**src/rtl/sbd_pkg.sv**
```systemverilog
package sbd_pkg;

    localparam int unsigned WINDOW_BYTES_DEF = 65536;
    localparam int unsigned POS_W = 32;
    localparam int unsigned HDR_BYTES_MAX = 5;
    localparam logic [6:0] LIT_INLINE_MAX = 7'd60;

    typedef enum logic [2:0] {
        PH_HEADER,
        PH_TAG,
        PH_LITLEN,
        PH_LITERAL,
        PH_COPYOFF
    } phase_t;

    typedef enum logic [2:0] {
        ST_RUNNING   = 3'd0,
        ST_DONE_OK   = 3'd1,
        ST_BAD_HDR   = 3'd2,
        ST_MISMATCH  = 3'd3,
        ST_BAD_OFS   = 3'd4,
        ST_OVERFLOW  = 3'd5,
        ST_TRUNCATED = 3'd6,
        ST_SHORT     = 3'd7
    } status_t;

    typedef enum logic [1:0] {
        TAG_LITERAL = 2'd0,
        TAG_COPY1   = 2'd1,
        TAG_COPY2   = 2'd2,
        TAG_COPY4   = 2'd3
    } tag_t;

    typedef enum logic [1:0] {
        S_IDLE,
        S_CP_RD,
        S_CP_WR
    } ctl_state_t;

    // What one accepted byte asks of the datapath
    typedef struct packed {
        logic             emit;
        logic             copy_go;
        logic [6:0]       copy_len;
        logic [POS_W-1:0] copy_dist;
        logic [POS_W-1:0] pos;
        status_t          status;
    } step_t;

endpackage

```
**src/rtl/sbd_decode.sv**
```systemverilog
module sbd_decode
    import sbd_pkg::*;
#(
    parameter int unsigned WINDOW_BYTES = WINDOW_BYTES_DEF
) (
    input  logic             clk,
    input  logic             rst_n,
    input  logic             accept,
    input  logic [7:0]       in_byte,
    input  logic             end_of_stream,
    input  logic [POS_W-1:0] expected_length,
    output step_t            step
);

    localparam logic [POS_W:0] WIN = (POS_W+1)'(WINDOW_BYTES);

    phase_t           phase_reg, phase_next;
    logic [34:0]      hv_reg, hv_next;
    logic [2:0]       hc_reg, hc_next;
    logic [32:0]      pend_reg, pend_next;
    logic [2:0]       extra_reg, extra_next;
    logic [1:0]       idx_reg, idx_next;
    logic [POS_W-1:0] ofs_reg, ofs_next;
    logic [POS_W-1:0] pos_reg, pos_next;
    logic             err_reg, err_next;
    status_t          ecode_reg, ecode_next;

    logic [34:0] hv_add;
    logic [6:0]  lit_len;
    logic [32:0] addend;
    logic [33:0] sum;
    logic        over;
    status_t     code;
    logic        found;

    always_comb
    begin
        case (hc_reg)
            3'd0: hv_add = 35'(in_byte[6:0]);
            3'd1: hv_add = 35'(in_byte[6:0]) << 7;
            3'd2: hv_add = 35'(in_byte[6:0]) << 14;
            3'd3: hv_add = 35'(in_byte[6:0]) << 21;
            default: hv_add = 35'(in_byte[6:0]) << 28;
        endcase
    end

    assign lit_len = {1'b0, in_byte[7:2]} + 7'd1;

    // one shared length check: position plus the run about to be produced
    always_comb
    begin
        case (phase_reg)
            PH_TAG:     addend = 33'(lit_len);
            PH_LITLEN:  addend = (pend_reg | (33'(in_byte) << {idx_reg, 3'b000})) + 33'd1;
            PH_COPYOFF: addend = pend_reg;
            default:    addend = 33'd0;
        endcase
        sum  = {2'b00, pos_reg} + {1'b0, addend};
        over = sum > {2'b00, expected_length};
    end

    always_comb
    begin
        phase_next = phase_reg;
        hv_next    = hv_reg;
        hc_next    = hc_reg;
        pend_next  = pend_reg;
        extra_next = extra_reg;
        idx_next   = idx_reg;
        ofs_next   = ofs_reg;
        pos_next   = pos_reg;
        err_next   = err_reg;
        ecode_next = ecode_reg;
        code       = ST_RUNNING;
        found      = 1'b0;
        step       = '0;
        step.pos       = pos_reg;
        step.copy_dist = ofs_reg;
        step.copy_len  = pend_reg[6:0];

        if (!err_reg)
        begin
            unique case (phase_reg)
                PH_HEADER:
                begin
                    hv_next = hv_reg | hv_add;
                    hc_next = hc_reg + 3'd1;
                    if (!in_byte[7])
                    begin
                        if (hv_next[34:32] != 3'd0)
                        begin
                            found = 1'b1;
                            code  = ST_BAD_HDR;
                        end
                        else if (hv_next[31:0] != expected_length)
                        begin
                            found = 1'b1;
                            code  = ST_MISMATCH;
                        end
                        else
                        begin
                            phase_next = PH_TAG;
                        end
                    end
                    else if (hc_next >= 3'(HDR_BYTES_MAX))
                    begin
                        found = 1'b1;
                        code  = ST_BAD_HDR;
                    end
                end
                PH_TAG:
                begin
                    ofs_next = '0;
                    idx_next = 2'd0;
                    case (tag_t'(in_byte[1:0]))
                        TAG_LITERAL:
                        begin
                            if (lit_len > LIT_INLINE_MAX)
                            begin
                                extra_next = 3'(lit_len - LIT_INLINE_MAX);
                                pend_next  = '0;
                                phase_next = PH_LITLEN;
                            end
                            else if (over)
                            begin
                                pend_next = 33'(lit_len);
                                found     = 1'b1;
                                code      = ST_OVERFLOW;
                            end
                            else
                            begin
                                pend_next  = 33'(lit_len);
                                phase_next = PH_LITERAL;
                            end
                        end
                        TAG_COPY1:
                        begin
                            pend_next  = 33'd4 + 33'(in_byte[4:2]);
                            ofs_next   = POS_W'(in_byte[7:5]) << 8;
                            extra_next = 3'd1;
                            phase_next = PH_COPYOFF;
                        end
                        TAG_COPY2:
                        begin
                            pend_next  = 33'(lit_len);
                            extra_next = 3'd2;
                            phase_next = PH_COPYOFF;
                        end
                        default:
                        begin
                            pend_next  = 33'(lit_len);
                            extra_next = 3'd4;
                            phase_next = PH_COPYOFF;
                        end
                    endcase
                end
                PH_LITLEN:
                begin
                    pend_next  = pend_reg | (33'(in_byte) << {idx_reg, 3'b000});
                    idx_next   = idx_reg + 2'd1;
                    extra_next = extra_reg - 3'd1;
                    if (extra_next == 3'd0)
                    begin
                        pend_next = addend;
                        if (over)
                        begin
                            found = 1'b1;
                            code  = ST_OVERFLOW;
                        end
                        else
                        begin
                            phase_next = PH_LITERAL;
                        end
                    end
                end
                PH_LITERAL:
                begin
                    step.emit = 1'b1;
                    pos_next  = pos_reg + POS_W'(1);
                    pend_next = pend_reg - 33'd1;
                    if (pend_next == 33'd0)
                    begin
                        phase_next = PH_TAG;
                    end
                end
                PH_COPYOFF:
                begin
                    ofs_next       = ofs_reg | (POS_W'(in_byte) << {idx_reg, 3'b000});
                    step.copy_dist = ofs_next;
                    idx_next       = idx_reg + 2'd1;
                    extra_next     = extra_reg - 3'd1;
                    if (extra_next == 3'd0)
                    begin
                        if (ofs_next == '0 || ofs_next > pos_reg
                            || {1'b0, ofs_next} > WIN)
                        begin
                            found = 1'b1;
                            code  = ST_BAD_OFS;
                        end
                        else if (over)
                        begin
                            found = 1'b1;
                            code  = ST_OVERFLOW;
                        end
                        else
                        begin
                            step.copy_go = 1'b1;
                            pos_next     = sum[POS_W-1:0];
                            phase_next   = PH_TAG;
                        end
                    end
                end
                default:
                begin
                    found = 1'b1;
                    code  = ST_TRUNCATED;
                end
            endcase
            if (found)
            begin
                err_next   = 1'b1;
                ecode_next = code;
            end
        end

        if (err_next)
        begin
            step.status = ecode_next;
        end
        else if (end_of_stream)
        begin
            if (phase_next == PH_HEADER)
                step.status = ST_BAD_HDR;
            else if (phase_next != PH_TAG)
                step.status = ST_TRUNCATED;
            else if (pos_next < expected_length)
                step.status = ST_SHORT;
            else if (pos_next > expected_length)
                step.status = ST_OVERFLOW;
            else
                step.status = ST_DONE_OK;
        end
        else
        begin
            step.status = ST_RUNNING;
        end
    end

    always_ff @(posedge clk or negedge rst_n)
    begin
        if (!rst_n)
        begin
            phase_reg <= PH_HEADER;
            hv_reg    <= '0;
            hc_reg    <= '0;
            pend_reg  <= '0;
            extra_reg <= '0;
            idx_reg   <= '0;
            ofs_reg   <= '0;
            pos_reg   <= '0;
            err_reg   <= 1'b0;
            ecode_reg <= ST_RUNNING;
        end
        else if (accept)
        begin
            if (end_of_stream)
            begin
                phase_reg <= PH_HEADER;
                hv_reg    <= '0;
                hc_reg    <= '0;
                pend_reg  <= '0;
                extra_reg <= '0;
                idx_reg   <= '0;
                ofs_reg   <= '0;
                pos_reg   <= '0;
                err_reg   <= 1'b0;
                ecode_reg <= ST_RUNNING;
            end
            else
            begin
                phase_reg <= phase_next;
                hv_reg    <= hv_next;
                hc_reg    <= hc_next;
                pend_reg  <= pend_next;
                extra_reg <= extra_next;
                idx_reg   <= idx_next;
                ofs_reg   <= ofs_next;
                pos_reg   <= pos_next;
                err_reg   <= err_next;
                ecode_reg <= ecode_next;
            end
        end
    end

endmodule

```
**config.mk**
```make
export PLATFORM = sky130hd
export DESIGN_NAME = sbd_decode
export DESIGN_NICKNAME = d
export VERILOG_FILES = /design/src/rtl/sbd_pkg.sv /design/src/rtl/sbd_decode.sv
export SDC_FILE = /design/constraint.sdc
export NUM_CORES = 1
export LEC_CHECK = 0
export BUFFER_PORTS_ARGS = -buffer_cell sky130_fd_sc_hd__buf_4
export CORE_UTILIZATION = 50
export CTS_CLUSTER_SIZE = 14
export DETAILED_ROUTE_END_ITERATION = 12
export PLACE_DENSITY = 0.71
export SKIP_LAST_GASP = 1
export SYNTH_ARGS = -nofsm -noshare
export SYNTH_HDL_FRONTEND = slang
export SYNTH_SLANG_ARGS = --single-unit
```
**constraint.sdc**
```tcl
create_clock -name clk -period 9.76 [get_ports clk]
set_input_delay 0.488 -clock clk [delete_from_list [all_inputs] [get_ports clk]]
set_output_delay 0.488 -clock clk [all_outputs]
set_load 0.02 [all_outputs]
```
==> results of run 1 <==
==> layout make-up <==
type	count	area (sq um)
Clock buffer	19	453
Timing Repair Buffer	421	3190
Tap cell	442	553
Clock inverter	13	196
Inverter	134	503
Fill cell	3004	11900
Multi-Input combinational cell	1858	12200
Sequential cell	147	3680
==> final timing paths <==
path,startpoint,to,slack (ns),cells after the start
min reg2reg,extra_reg[1]$_DFFE_PN0P_,extra_reg[1]$_DFFE_PN0P_,0.49,2
min,rst_n,hv_reg[29]$_DFFE_PN0P_,0.05,1
max reg2reg,idx_reg[1]$_DFFE_PN0P_,pos_reg[22]$_DFFE_PN0P_,1.82,36
max in group asynchronous,rst_n,extra_reg[2]$_DFFE_PN0P_,8.25,2
max,idx_reg[1]$_DFFE_PN0P_,step[2],-0.78,51
min in group clk,end_of_stream,phase_reg[1]$_DFFE_PN0P_,0.44,4
==> cell usage in the layout (no fill, tap or decap), types with 30 or more instances in the layout <==
cell type,synthesis,layout
a21o_1,44,44
nand3_1,51,51
a21oi_1,242,236
nor3_1,53,47
o21ai_0,175,163
inv_1,131,131
nand4_1,54,54
xnor2_1,90,89
dfrtp_1,147,147
nand2b_1,30,30
nand2_1,214,213
nor2_1,243,237
o31ai_1,30,30
ha_1,130,128
buf_4,9,412
a31oi_1,32,32
==> metrics by stage <==
step	setup slack (ns)	total power [W]
after floorplan	0.00515	0.00259
after global placement	-0.508	0.00363
after detailed placement	-0.865	0.00368
after CTS	-0.489	0.00450
after global routing	-1.35	0.00489
final	-0.784	0.00465
==> repair_timing <==
action,4_1_cts,5_1_grt
setup buffers,10,8
pin swaps,56,20
endpoints found under the setup margin,2,2
hold buffers,0,0
gates cloned,0,0
gates resized for setup,49,22
==> cell families after synthesis <==
kind of cell | Yosys count | synth area share (%)
flip-flops | 147 | 22.1
AO/OA/AOI/OAI | 774 | 29.7
XOR/XNOR | 109 | 5.72
multiplexers | 23 | 1.45
adder cells (fa/ha/maj) | 141 | 10.5
buffers and inverters | 288 | 6.88
AND/OR/NAND/NOR | 811 | 23.7
==> per-layer routing <==
layer  part of all wire, %  GRT usage, %
met5                     0             0
met4                   6.1          26.7
met3                    12          11.2
met2                    43          66.2
met1                    39          57.4
==> worst max-delay path, delay by kind of cell, from the launching register on <==
family,cells,cell delay (ns)
buffers and inverters,5,0.81
muxes,1,0.32
and+or+nand+nor,18,2.87
xor gates and xnor gates,2,0.32
AOI/OAI and AO/OA,22,3.95
adders and majority gates,3,0.88
DFF,1,0.43
==> power by group through the flow <==
stage | logic (W) | registers, W | clock network [W]
global route | 0.00324 | 0.000867 | 0.000784
CTS | 0.00289 | 0.000850 | 0.000762
floorplan | 0.00176 | 0.000831 | 0
finish | 0.00303 | 0.000856 | 0.000770
global placement | 0.00277 | 0.000854 | 0
detailed placement | 0.00282 | 0.000858 | 0
==> key figures, run 1 <==
Synth
  – Area leader, netlist: dfrtp_1
  – Number of synthesized flops with an enable pin: 0
  – Area share of the largest cell type after synthesis: 22.1%
  – Count leader, synth: nor2_1
  – Synth area leaders: dfrtp_1, ha_1, a21oi_1, nor2_1, o21ai_0
  – Synth Net Count: 2,468
  – Synthesized area per cell: 7.27 sq um
  – Post-Synthesis Cells: 2,293
  – Post-synthesis sequential area ratio: 22.1%
  – Synth warn: 0
  – Synthesized area: 16,700 sq um
  – FF+latch count, synth: 147
  – Commonest cells in the netlist: nor2_1, a21oi_1, nand2_1
  – Top_reg_cell synth: dfrtp_1
  – Synth cell types: 101
  – Asr flop ratio synth: 100%

Global routing
  – Global Route Usage Sum: 44.4%
  – Largest net degree at the start of global routing: 82
  – First-pass GRT wire length: 113,000 um
  – Vias in the first global route: 18,900
  – Global route overflow: 0
  – Initial antenna violation count: 0

Floorplanning
  – Die area: 34,100 sq um
  – Die width: 185 um
  – Core ar.: 32,700 sq um
  – Die span in y: 185 um
  – Initial Util: 51.0%
  – Row cnt: 66
  – I/O pin cnt: 120

Setup path
  – Setup crit end kind: output port
  – CP arrival: 10.06 ns
  – Slowest-stage cell, CP: dfrtp_1
  – Type of origin of the critical path: register
  – CP Data Required Time: 9.27 ns
  – CP max FO: 4
  – Crit-path max cell delay: 0.43 ns
  – Setup CP Type: reg2out

Status
  – Failing checks: setup timing
  – Status: finished with violations

Layout
  – Layout cell share with drive strength beyond 1: 21.6%
  – Area growth syn-to-layout: 24.5%
  – Final Non-Filler Cells: 3,034
  – Final net count: 2,754
  – Final instance area: 20,800 sq um
  – Max FFs per register: 35
  – Fin util: 63.5%
  – Diode count: 0

Placed design
  – Placed Cells incl. Taps: 2,984
  – Port Buffers: 119
  – DP Wirelength: 57,100 um
  – DP Area: 19,700 sq um
  – RD Place Congestion: 0.997

Timing
  – Tcrit/Tclk final: 108%
  – Final worst setup slack: -0.784 ns
  – Slew headroom: 16.3%
  – Worst Hold Margin: 0.0538 ns
  – # setup viols final: 2
  – Setup TNS: -1.31 ns
  – Clock Skews: 0.0155 ns
  – Final hold violation count: 0
  – Minimum clock period: 10.54 ns
  – Slew Viols, Final: 0
  – Actual slew at the worst max-slew pin: 1.25 ns
  – RSZ-0062 raised after global routing: true
  – Max frequency: 0.0948 GHz

Detailed routing
  – WL per Instance: 24.9 um
  – DR iter-0 viols: 2,485
  – Drt pass-1 iters: 6
  – Vias: 20,000
  – Routed Wire Length: 75,500 um
  – DRT antenna net count: 0
  – DRC: 0
  – Vias per inst: 6.60

Power and ir drop
  – Internal Power: 0.00233 W
  – Standby leakage power: 9.52 nW
  – Peak VDD IR: 167 uV
  – Share of total power in sequential cells: 18.4%
  – Sw Share: 50.0%
  – Power share of the clock group: 16.5%
  – Sw Pwr: 0.00233 W
  – Gate power share: 65.1%
  – Power Dens Cells: 224 nW/um^2

Clocking
  – Clk buf depth: 2
  – Worst-Skew Late Latency: 0.49 ns
  – CTS tree: built
  – Clock sink count: 147
  – Root buffer cell: clkbuf_16
  – Num CTS Buffers: 17
  – CTS H-Tree Depth: 4
  – Clock slew at reported path FFs: 0.07 ns

Min path
  – Min-Delay Path Class: in2async

Run
  – Max-cap violation count: 0
No activity file was read; power rests on OpenSTA's default activity.
==> inputs of run 2 (changes only) <==
--- a/config.mk
+++ b/config.mk
@@ -10,6 +10,7 @@
 export CTS_CLUSTER_SIZE = 14
 export DETAILED_ROUTE_END_ITERATION = 12
 export PLACE_DENSITY = 0.71
+export SETUP_SLACK_MARGIN = 0.1
 export SKIP_LAST_GASP = 1
 export SYNTH_ARGS = -nofsm -noshare
 export SYNTH_HDL_FRONTEND = slang
==> constraint.sdc (replaced) <==
create_clock -name clk -period 8.84 [get_ports clk]
set_input_delay 0.442 -clock clk [delete_from_list [all_inputs] [get_ports clk]]
set_output_delay 0.442 -clock clk [all_outputs]
set_load 0.02 [all_outputs]
==> key figures, run 2 (same netlist as run 1, synthesis figures left out) <==
Setup path
  – CP dominant cell by count: buf_4
  – Reg2Reg Depth: 40 (was 36)
  – R2r setup slk: 0.81 ns (was 1.82 ns)
  – CP arrival: 9.99 ns (was 10.06 ns)
  – Setup CP Type: reg2out (unchanged)
  – RR Endpoint: pos_reg[9]$_DFFE_PN0P_ (was pos_reg[22]$_DFFE_PN0P_)
  – Setup crit end kind: output port (unchanged)
  – Worst reg2reg path startpoint: idx_reg[0]$_DFFE_PN0P_ (was idx_reg[1]$_DFFE_PN0P_)
  – CP max FO: 10 (was 4)
  – Crit-path max cell delay: 0.41 ns (was 0.43 ns)
  – Slowest-stage cell, CP: dfrtp_1 (unchanged)
  – Type of origin of the critical path: register (unchanged)
  – CP Data Required Time: 8.40 ns (was 9.27 ns)

Placed design
  – Post-Place Worst Slack: -1.36 ns (was -0.865 ns)
  – DP Area: 20,700 sq um (was 19,700 sq um)
  – Port Buffers: 119 (unchanged)
  – DP Wirelength: 58,700 um (was 57,100 um)
  – RD Place Congestion: 1.01 (was 0.997)

Clocking
  – Root buffer cell: clkbuf_16 (unchanged)
  – CTS tree: built (unchanged)
  – CTS H-Tree Depth: 4 (unchanged)
  – CTS Hold Bufs: 0 (unchanged)
  – Clk buf depth: 2 (unchanged)
  – Clock sink count: 147 (unchanged)
  – Clock slew at reported path FFs: 0.07 ns (about the same)
  – Num CTS Buffers: 17 (unchanged)
  – Worst-Skew Late Latency: 0.48 ns (was 0.49 ns)

Detailed routing
  – WL per Instance: 24.3 um (was 24.9 um)
  – Vias per inst: 6.51 (was 6.60)
  – DRC: 0 (unchanged)
  – DR iter-0 viols: 2,449 (was 2,485)
  – Vias: 20,600 (was 20,000)
  – Routed Wire Length: 77,100 um (was 75,500 um)
  – DRT antenna net count: 0 (unchanged)
  – Drt pass-1 iters: 7 (was 6)

Timing
  – Final hold violation count: 4 (was 0)
  – Tcrit/Tclk final: 118%
  – # setup viols final: 2 (unchanged)
  – Actual slew at the worst max-slew pin: 1.20 ns (was 1.25 ns)
  – Worst Hold Margin: -0.0132 ns (was 0.0538 ns)
  – Slew Viols, Final: 0 (unchanged)
  – Clock Skews: 0.0124 ns (was 0.0155 ns)
  – Max frequency: 0.0959 GHz
  – Slew headroom: 19.7% (was 16.3%)
  – Final worst setup slack: -1.59 ns (was -0.784 ns)
  – Minimum clock period: 10.43 ns
  – RSZ-0062 raised after global routing: true (unchanged)

Power and ir drop
  – Internal Power: 0.00259 W (was 0.00233 W)
  – Power Dens Cells: 239 nW/um^2 (was 224 nW/um^2)
  – Standby leakage power: 10.2 nW (was 9.52 nW)
  – Gate power share: 67.6% (was 65.1%)
  – Power share of the clock group: 14.6% (was 16.5%)
  – Total power: 0.00520 W (was 0.00465 W)
  – Share of total power in sequential cells: 17.8% (was 18.4%)
  – Sw Share: 50.1% (was 50.0%)
  – Sw Pwr: 0.00261 W (was 0.00233 W)
  – Peak VDD IR: 165 uV (was 167 uV)

Status
  – Status: finished with violations (unchanged)
  – Failing checks: hold timing, setup timing (was setup timing)

Floorplanning
  – Core ar.: 32,700 sq um (unchanged)
  – Die span in y: 185 um (unchanged)
  – I/O pin cnt: 120 (unchanged)
  – Die area: 34,100 sq um (unchanged)
  – Row cnt: 66 (unchanged)
  – Initial Util: 51.0% (unchanged)
  – Die width: 185 um (unchanged)

Min path
  – Min-Delay Path Class: in2async (unchanged)

Layout
  – Final net count: 2,888 (was 2,754)
  – Max FFs per register: 35 (unchanged)
  – Most common cell after layout, fill and taps aside: buf_4 (unchanged)
  – Fillers: 2,973 (was 3,004)
  – Area growth syn-to-layout: 30.5% (was 24.5%)
  – Final instance area: 21,800 sq um (was 20,800 sq um)
  – Commonest non-fill, non-tap cells in the layout: buf_4, nor2_1, a21oi_1, nand2_1, o21ai_0 (unchanged)
  – Fin util: 66.5% (was 63.5%)
  – Layout cell share with drive strength beyond 1: 25.9% (was 21.6%)

Global routing
  – Initial antenna violation count: 0 (unchanged)
  – Global Route Usage Sum: 45.2% (was 44.4%)
  – Largest net degree at the start of global routing: 84 (was 82)
  – Global route overflow: 0 (unchanged)
  – First-pass GRT wire length: 115,000 um (was 113,000 um)
  – Vias in the first global route: 19,200 (was 18,900)

Run
  – Max-cap violation count: 0 (unchanged)
==> run 2: cell types whose count changed in the layout (fill, tap and decap cells not counted), moves of 3 or more <==
cell,delta
nand2_1,-3
bufinv_16,-3
buf_6,-3
buf_4,+135
nor2_1,-3
nor2_2,+3
==> run 2: per-layer routing <==
| metal | up-vias | wire length, um | share of wire, % | track usage [%] |
|---|---|---|---|---|
| met5 | - | 0 | 0 | 0 |
| met4 | 0 | 4750 | 6.2 | 26.4 |
| met3 | 303 | 9490 | 12 | 10.9 |
| met2 | 1449 | 32400 | 42 | 67.3 |
| met1 | 9713 | 30400 | 39 | 59.4 |
| li1 | 9177 | - | - | - |
==> run 2: layout make-up <==
| type | instances | area (sq um) | area share (%) |
|---|---|---|---|
| multi-input cells | 1858 | 12200 | 56.2 |
| inverters | 134 | 503 | 2.31 |
| clock inverters | 12 | 119 | 0.546 |
| repair buffers | 555 | 4210 | 19.4 |
| clock buffers | 20 | 457 | 2.10 |
| well taps | 442 | 553 | 2.54 |
| diodes | 2 | 5.00 | 0.0230 |
| flip-flops and latches | 147 | 3680 | 16.9 |
==> run 2: what timing repair did <==
action / 4_1_cts / 5_1_grt
setup endpoints to repair: 2 / 3
pin swaps: 31 / 33
resized for setup: 27 / 44
buffers inserted: 14 / 10
==> run 2: per-stage QoR <==
| stage | setup TNS, ns | std cells | hold slack, ns |
|---|---|---|---|
| 6_report | -3.16 | 3170 | -0.0132 |
| 5_1_grt | -4.14 | 3168 | 0.0693 |
| 4_1_cts | -2.51 | 3158 | 0.0608 |
| 3_5_place_dp | -2.51 | 3112 | 0.479 |
| 3_3_place_gp | -1.95 | 3112 | 0.467 |
| 2_1_floorplan | -0.982 | 2293 | 0.146 |
==> run 2: worst max-delay path by stage <==
stage | from | endpoint | cells past startpoint
final | idx_reg[0]$_DFFE_PN0P_ | step[2] | 49
after global routing | idx_reg[0]$_DFFE_PN0P_ | step[2] | 55
after CTS | idx_reg[0]$_DFFE_PN0P_ | step[2] | 52
after detailed placement | in_byte[1] | step[2] | 55
after global placement | in_byte[1] | step[2] | 51
after floorplan | idx_reg[0]$_DFFE_PN0P_ | step[2] | 54
==> run 2: power by group through the flow <==
stage	Clock [W]	Sequential (W)	Combinational, W
floorplan	0	0.000918	0.00195
global placement	0	0.000929	0.00321
detailed placement	0	0.000934	0.00326
CTS	0.000760	0.000921	0.00333
global route	0.000779	0.000940	0.00375
finish	0.000758	0.000928	0.00351
==> run 2: worst max-delay path: cells and delay by family (launching register included) <==
family	cells	cell delay [ns]
DFF	1	0.41
xor gates and xnor gates	2	0.39
and+or+nand+nor	12	1.64
muxes	1	0.22
adders and majority gates	5	1.54
buffers and inverters	6	0.93
AOI/OAI and AO/OA	23	4.40
